**src/rtl/isqn_pkg.sv**
```systemverilog
// Shared types, constants and helpers for the Newton integer square root.
// No dependencies; every other file imports this package.
package isqn_pkg;

  localparam int RadW       = 63;
  localparam int RootW      = 32;
  localparam int EstW       = 33;
  localparam int RemW       = 34;
  localparam int QuoW       = 64;
  localparam int NewtonSteps = 4;

  typedef struct packed {
    logic                valid;
    logic                zero;
    logic [RadW-1:0]     v;
    logic [EstW-1:0]     est;
    logic [RemW-1:0]     rem;
    logic [QuoW-1:0]     quo;
  } isqn_stage_t;

  // entry n = floor(2^((63-n)/2)); entry 0 only seen for a zero radicand
  localparam logic [31:0] SEED_TABLE [64] = '{
    32'd0, 32'd2147483648, 32'd1518500249, 32'd1073741824, 32'd759250124,
    32'd536870912, 32'd379625062, 32'd268435456, 32'd189812531, 32'd134217728,
    32'd94906265, 32'd67108864, 32'd47453132, 32'd33554432, 32'd23726566,
    32'd16777216, 32'd11863283, 32'd8388608, 32'd5931641, 32'd4194304,
    32'd2965820, 32'd2097152, 32'd1482910, 32'd1048576, 32'd741455,
    32'd524288, 32'd370727, 32'd262144, 32'd185363, 32'd131072, 32'd92681,
    32'd65536, 32'd46340, 32'd32768, 32'd23170, 32'd16384, 32'd11585,
    32'd8192, 32'd5792, 32'd4096, 32'd2896, 32'd2048, 32'd1448, 32'd1024,
    32'd724, 32'd512, 32'd362, 32'd256, 32'd181, 32'd128, 32'd90, 32'd64,
    32'd45, 32'd32, 32'd22, 32'd16, 32'd11, 32'd8, 32'd5, 32'd4, 32'd2,
    32'd2, 32'd1, 32'd1
  };

  // leading zeros of the radicand as a 64-bit word; zero radicand gives 0
  function automatic logic [5:0] lead_count(logic [RadW-1:0] v);
    logic [5:0] n;
    n = '0;
    for (int i = 0; i < RadW; i++) begin
      if (v[i]) n = 6'(RadW - i);
    end
    return n;
  endfunction

endpackage

```
**src/rtl/isqn_seed.sv**
```systemverilog
// Seed stage: leading-zero count and table lookup, registered.
// Depends on isqn_pkg.
module isqn_seed import isqn_pkg::*; (
  input  logic            clk,
  input  logic            rst,
  input  logic            en,
  input  logic            din_valid,
  input  logic [RadW-1:0] din_v,
  output isqn_stage_t     dout
);
  isqn_stage_t st_next;
  logic [5:0]  n;

  always_comb begin
    n               = lead_count(din_v);
    st_next.valid   = din_valid;
    st_next.zero    = (din_v == '0);
    st_next.v       = din_v;
    st_next.est     = EstW'(SEED_TABLE[n]);
    st_next.rem     = '0;
    st_next.quo     = '0;
  end

  always_ff @(posedge clk) begin
    if (rst) begin
      dout.valid <= 1'b0;
    end else if (en) begin
      dout <= st_next;
    end
  end
endmodule

```
**config.mk**
```make
export PLATFORM = sky130hd
export DESIGN_NAME = isqn_seed
export DESIGN_NICKNAME = d
export VERILOG_FILES = /design/src/rtl/isqn_pkg.sv /design/src/rtl/isqn_seed.sv
export SDC_FILE = /design/constraint.sdc
export NUM_CORES = 1
export LEC_CHECK = 0
export ABC_AREA = 0
export BUFFER_PORTS_ARGS = -buffer_cell sky130_fd_sc_hd__buf_2
export CAP_MARGIN = 30
export CORE_MARGIN = 3
export CORE_UTILIZATION = 47
export DETAILED_ROUTE_END_ITERATION = 6
export MAX_ROUTING_LAYER = met4
export PLACE_DENSITY_LB_ADDON = 0.05
export SLEW_MARGIN = 0
export SYNTH_ARGS = -nofsm -noshare
export SYNTH_HDL_FRONTEND = slang
export SYNTH_SLANG_ARGS = --single-unit
export TNS_END_PERCENT = 50
```
**constraint.sdc**
```tcl
create_clock -name clk -period 7.2 [get_ports clk]
set_input_delay 1.44 -clock clk [delete_from_list [all_inputs] [get_ports clk]]
set_output_delay 1.44 -clock clk [all_outputs]
set_load 0.01 [all_outputs]
```
==> qor.yml, run 1 <==
logic_synthesis:
  synth_edf_count: 96
  synth_cell_types: 57
  ys_warn_count: 0
  synthCells: 536
  synth-seq-cells: 97
  synth_top_cell_area_share: 0.5202
  avgSynthCellArea_um2: 10.34
  syn-cell-area_mm2: 0.005542
  synth.most_common_cell: "buf_4"
  async_reset_ff_frac: 0
  synth_top_cells_by_area: "edfxtp_1 52%, buf_4 14%, nor2_1 3.9%"
  synth_top_cell_by_area: "edfxtp_1"
  yosys-top-cells-count: "104 x buf_4, 96 x edfxtp_1, 57 x nor2_1"
  ys.flop_type: "edfxtp_1"
  synth-seq-area-share: 0.5238
finish:
  antenna_cells: 0
  drive_gt1_frac: 0.2732
  reg_top3: "dout x97"
  top_register: "dout"
  post-route-util: 0.5624
  fillCellCount: 1030
  syn_to_final_growth_pct: 16.37
  nets: 762
  largest_reg_flops: 97
setup_path:
  crit_fanout: 13
  reg2reg_from: "dout[195]"
  crit_type: "in -> reg"
  cp_data_required_time_ps: 7290
  startpoint_type: "primary input"
  rr_endpoint: "dout[195]"
  critPathCaptureType: "register"
  rrSetupSlack_ps: 6620
  worstRegToRegCells: 2
  cp.arrival_ps: 4160
routing:
  wl_per_cell_um: 17.21
  detail-route-antenna-nets: 0
  first_iter_violations: 408
  first_pass_iters: 5
  viasPerCell: 5.336
  routed_wl_um: 14500
  vias: 4493
  drc: 0
cts:
  cts_tree: "built"
  cts_buffer_depth: 2
  numCtsBuffers: 9
  cts.repair.resized: 0
  htree_levels: 3
  cts.sinks: 97
  cts_root_buf: "clkbuf_16"
  hold_buffers: 0
  cts_setup_buffers: 0
  clock_latency_ps: 340
  clk_pin_slew_ps: 60
floorplan:
  core-area_mm2: 0.01147
  die_w_um: 114.6
  io_pins: 263
  start_util: 0.4833
  rows: 39
  floorplan.die.height_um: 114.6
  dieArea_mm2: 0.01313
timing:
  relSlewSlack: 0.4274
  fin_crit_ps: 4066
  tightestPinTransition_ps: 851.1
  fmax_mhz: 246.0
  finalHoldViolCount: 0
  rsz0062_at_grt: "false"
  skew_ps: 0
  fin_crit_sh: 0.5647
  setup_tns_ps: 0
  finalMaxSlewViolations: 0
  setup_viol_count_final: 0
min_path:
  min_path_cells: 2
  hold_start: "dout[195]"
  hold_path.class: "reg -> reg"
  min_to: "dout[195]"
power:
  leakagePower_nw: 2.612
  powerDensity_mw_per_mm2: 217.8
  pwr-share-clk: 0.381
  p_sw_mw: 0.3403
  total_power_mw: 1.404
  power_frac_comb: 0.141
  ir_worst_vdd_mv: 0.1514
  swShare: 0.2423
  p_seq_frac: 0.478
  p_int_mw: 1.064
placement:
  globalplace.congestion: 0.9407
  hpwl_um: 10980
  io_buffers: 163
global_route:
  grt_pass1_vias: 4173
  grt_pass1_wl_um: 22380
  grt_usage: 0.2232
  overflow: 0
  antenna_found_initial: 0
  grt_max_degree: 59
status:
  status: "completed"
flow_run:
  drv_cap: 0
## layer usage
layer,up-vias,GRT usage,share of wire
met1,2090,0.3018,0.43
met3,24,0.03911,0.095
met4,0,0.07601,0.018
met2,256,0.3411,0.46
li1,2123,-,-
met5,-,-,0
## area by class of cell
cell class | count | area [µm²] | area share
sequential | 97 | 2903 | 0.4501
multi-input combinational | 406 | 2116 | 0.3281
timing repair buffer | 167 | 865.8 | 0.1343
clock buffer | 10 | 229.0 | 0.03551
tap | 143 | 178.9 | 0.02775
clock inverter | 5 | 103.9 | 0.01610
inverter | 14 | 52.55 | 0.008149
## how the worst max path moves through the flow
| stage | startpoint | end | slack, ps | depth (start not counted) |
|---|---|---|---|---|
| global route | din_v[17] | dout[107] | 2850 | 10 |
| finish | din_v[36] | dout[102] | 3130 | 9 |
| CTS | din_v[17] | dout[107] | 3200 | 10 |
| floorplan | rst | dout[100] | 920 | 1 |
| detailed placement | din_v[17] | dout[107] | 2850 | 10 |
| global placement | din_v[36] | dout[102] | 2770 | 9 |
## placed cells by master, fill, tap and decap left out, types with 6 or more instances in the layout
master	n
o21ai_1	7
nand2_1	34
edfxtp_1	96
a21oi_1	36
nor2_1	57
conb_1	99
inv_1	14
nand3_1	13
o31ai_1	6
nor4_1	22
nor3_1	18
o22ai_1	8
buf_2	163
clkbuf_16	9
o21ai_0	21
## power by group through the flow
stage / Sequential, mW / Combinational [mW] / Clock (mW)
after global placement: 0.684 / 0.194 / 0
after CTS: 0.672 / 0.197 / 0.548
after global routing: 0.674 / 0.218 / 0.572
after floorplan: 0.709 / 0.124 / 0
after detailed placement: 0.684 / 0.196 / 0
final: 0.671 / 0.198 / 0.535
## critical path: stages
cell,delay [ps]
buf_2,130
nor4_1,750
nand4_1,200
o211ai_2,220
a21o_1,490
nand2_1,260
a21o_1,270
a22o_1,190
a22o_1,190
## metrics by stage
step	area [µm²]	hold WS (ps)	instances	setup slack (ps)
floorplan	5909	527.9	634	924.1
global placement	6088	476.0	826	2767
detailed placement	6116	487.0	827	2847
CTS	6449	502.1	842	3202
global route	6449	549.3	842	2847
finish	6449	492.5	842	3134
## logic make-up after synthesis
kind of cell | Yosys count | synth area share
AND/OR/NAND/NOR | 177 | 0.1565
XOR/XNOR | 1 | 0.001581
flip-flops | 97 | 0.5238
multiplexers | 2 | 0.003613
buffers and inverters | 131 | 0.1621
AO/OA/AOI/OAI | 127 | 0.1517
other | 1 | 0.0006767
Power figures use the tool's default switching activity.
==> run 2: changes to the inputs <==
- clock period: 7.2 -> 3.9 ns (I/O delays scaled with it)
==> run 2 against run 1 <==
- sequential cell count unchanged
- register-to-register slack got worse by 3300 ps
- count of clock-buffer cells in the layout down 1
- global-route usage rose by 1.2 points
- clock power up 94%
- critical endpoint is now dout[107]
- die area unchanged
- combinational power is 87% higher
- routed wire length increased by 2.6%
- power is 89% higher
- utilization up 1.2 points
- non-clock buffer count grew 17
==> qor.yml, run 2 (synthesis results as in run 1) <==
global_route:
  overflow: 0  # unchanged
  antenna_found_initial: 0  # unchanged
  grt_pass1_wl_um: 23190  # was 22,380 µm
  grt_max_degree: 97  # was 59
  grt_pass1_vias: 4334  # was 4,173
  grt_usage: 0.2347  # was 0.2232
floorplan:
  die_w_um: 114.6  # unchanged
  start_util: 0.4833  # unchanged
  core-area_mm2: 0.01147  # unchanged
  dieArea_mm2: 0.01313  # unchanged
  rows: 39  # unchanged
  io_pins: 263  # unchanged
  floorplan.die.height_um: 114.6  # unchanged
cts:
  clk_pin_slew_ps: 70  # was 60 ps
  htree_levels: 3  # unchanged
  cts_setup_buffers: 0  # unchanged
  cts_root_buf: "clkbuf_16"  # unchanged
  hold_buffers: 0  # unchanged
  cts.sinks: 97  # unchanged
  cts.repair.resized: 0  # unchanged
  numCtsBuffers: 9  # unchanged
  clock_latency_ps: 350  # was 340 ps
  cts_buffer_depth: 2  # unchanged
  cts_tree: "built"  # unchanged
timing:
  tightestPinTransition_ps: 565.5  # was 851.1 ps
  fin_crit_sh: 0.8335
  finalHoldViolCount: 0  # unchanged
  fin_crit_ps: 3251
  finalMaxSlewViolations: 0  # unchanged
  rsz0062_at_grt: "false"  # unchanged
  setup_viol_count_final: 0  # unchanged
  relSlewSlack: 0.6196  # was 0.4274
  fmax_mhz: 307.6
  skew_ps: 0  # unchanged
  setup_tns_ps: 0  # unchanged
routing:
  wl_met3_um: 1288  # was 1383 µm
  detail-route-antenna-nets: 0  # unchanged
  routed_wl_um: 14870  # was 14,500 µm
  viasPerCell: 5.373  # was 5.336
  top_layer_used: "met4"  # unchanged
  vias: 4621  # was 4,493
  wl_met1_um: 6285  # was 6161 µm
  first_iter_violations: 414  # was 408
  wl_per_cell_um: 17.29  # was 17.21 µm
  wl_met2_um: 6998  # was 6692 µm
  first_pass_iters: 5  # unchanged
  drc: 0  # unchanged
setup_path:
  rr_endpoint: "dout[195]"  # unchanged
  reg2reg_from: "dout[195]"  # unchanged
  crit_fanout: 23  # was 13
  worstRegToRegCells: 2  # unchanged
  path_cells: "buf_2 > or3_1 > a221o_1 > a21oi_1 > o21ai_0 > a2111o_1 > nand2_2 > o21ai_1 > a31oi_1 > o22ai_1"  # was buf_2 > nor4_1 > nand4_1 > o211ai_2 > a21o_1 > nand2_1 > a21o_1 > a22o_1 > a22o_1
  max_stage_delay_ps: 490  # was 750 ps
  rrSetupSlack_ps: 3310  # was 6620 ps
  crit_slowest_cell: "a2111o_1"  # was nor4_1
  cp.arrival_ps: 3340  # was 4160 ps
  critPathCaptureType: "register"  # unchanged
  crit_type: "in -> reg"  # unchanged
  cp_data_required_time_ps: 3990  # was 7290 ps
  startpoint_type: "primary input"  # unchanged
flow_run:
  drv_cap: 0  # unchanged
min_path:
  min_to: "dout[195]"  # unchanged
  min_path_cells: 2  # unchanged
  hold_start: "dout[195]"  # unchanged
  hold_path.class: "reg -> reg"  # unchanged
power:
  leakagePower_nw: 2.699  # was 2.612 nW
  swShare: 0.2530  # was 0.2423
  p_int_mw: 1.979  # was 1.064 mW
  p_seq_frac: 0.468  # was 0.478
  ir_worst_vdd_mv: 0.3220  # was 0.1514 mV
  p_sw_mw: 0.6705  # was 0.3403 mW
  powerDensity_mw_per_mm2: 402.3  # was 217.8 mW/mm²
  pwr-share-clk: 0.392  # was 0.381
  power_frac_comb: 0.140  # was 0.141
  total_power_mw: 2.650  # was 1.404 mW
finish:
  final_common_cell: "buf_2"  # unchanged
  layout.cells.most_common_list: "163 x buf_2, 99 x conb_1, 96 x edfxtp_1"  # unchanged
  top_register: "dout"  # unchanged
  largest_reg_flops: 97  # unchanged
  antenna_cells: 0  # unchanged
  drive_gt1_frac: 0.2929  # was 0.2732
  reg_top3: "dout x97"  # unchanged
  syn_to_final_growth_pct: 18.85  # was 16.37%
  nets: 779  # was 762
placement:
  globalplace.congestion: 0.9362  # was 0.9407
  hpwl_um: 11260  # was 10,980 µm
  io_buffers: 163  # unchanged
status:
  status: "completed"  # unchanged
run 2: power by group through the flow:
stage / sequential [mW] / clock [mW] / combinational [mW]
2_1_floorplan: 1.31 / 0 / 0.230
3_3_place_gp: 1.26 / 0 / 0.368
3_5_place_dp: 1.26 / 0 / 0.368
4_1_cts: 1.24 / 1.05 / 0.369
5_1_grt: 1.25 / 1.10 / 0.409
6_report: 1.24 / 1.04 / 0.370
run 2: layer usage:
| metal | vias up | GRT usage |
|---|---|---|
| met5 | - | - |
| met4 | 0 | 0.07759 |
| met3 | 26 | 0.05074 |
| met2 | 246 | 0.3566 |
| met1 | 2181 | 0.3146 |
| li1 | 2168 | - |
run 2: area by class of cell:
class                      count  area, µm²
clock buffer                   9      225.2
clock inverter                 7      125.1
multi-input combinational    406       2116
sequential                    97       2903
fill                        1016       4881
inverter                      14      52.55
tap                          143      178.9
timing repair buffer         184      985.9
run 2: through the flow:
| stage | instance area [µm²] | util | hold WS (ps) | setup WS [ps] | cells |
|---|---|---|---|---|---|
| finish | 6586 | 0.5744 | 525.8 | 649.4 | 860 |
| global route | 6586 | 0.5744 | 567.1 | 532.6 | 860 |
| CTS | 6586 | 0.5744 | 543.2 | 736.2 | 860 |
| detailed placement | 6236 | 0.5438 | 530.7 | 368.2 | 844 |
| global placement | 6236 | 0.5438 | 472.3 | 311.4 | 844 |
| floorplan | 5912 | - | 527.9 | 177.7 | 634 |
run 2: worst max path at each step:
| stage | from | endpoint | slack (ps) | cells after the start |
|---|---|---|---|---|
| 2_1_floorplan | en | dout[100] | 180 | 1 |
| 3_3_place_gp | din_v[15] | dout[107] | 310 | 10 |
| 3_5_place_dp | din_v[15] | dout[107] | 370 | 10 |
| 4_1_cts | din_v[15] | dout[107] | 740 | 10 |
| 5_1_grt | din_v[15] | dout[109] | 530 | 10 |
| 6_report | din_v[15] | dout[107] | 650 | 10 |
run 2: critical path, delay by kind of cell:
| family | cells | cell delay, ps |
|---|---|---|
| simple gates | 2 | 740 |
| compound gates | 7 | 1690 |
| buf+inv | 1 | 130 |
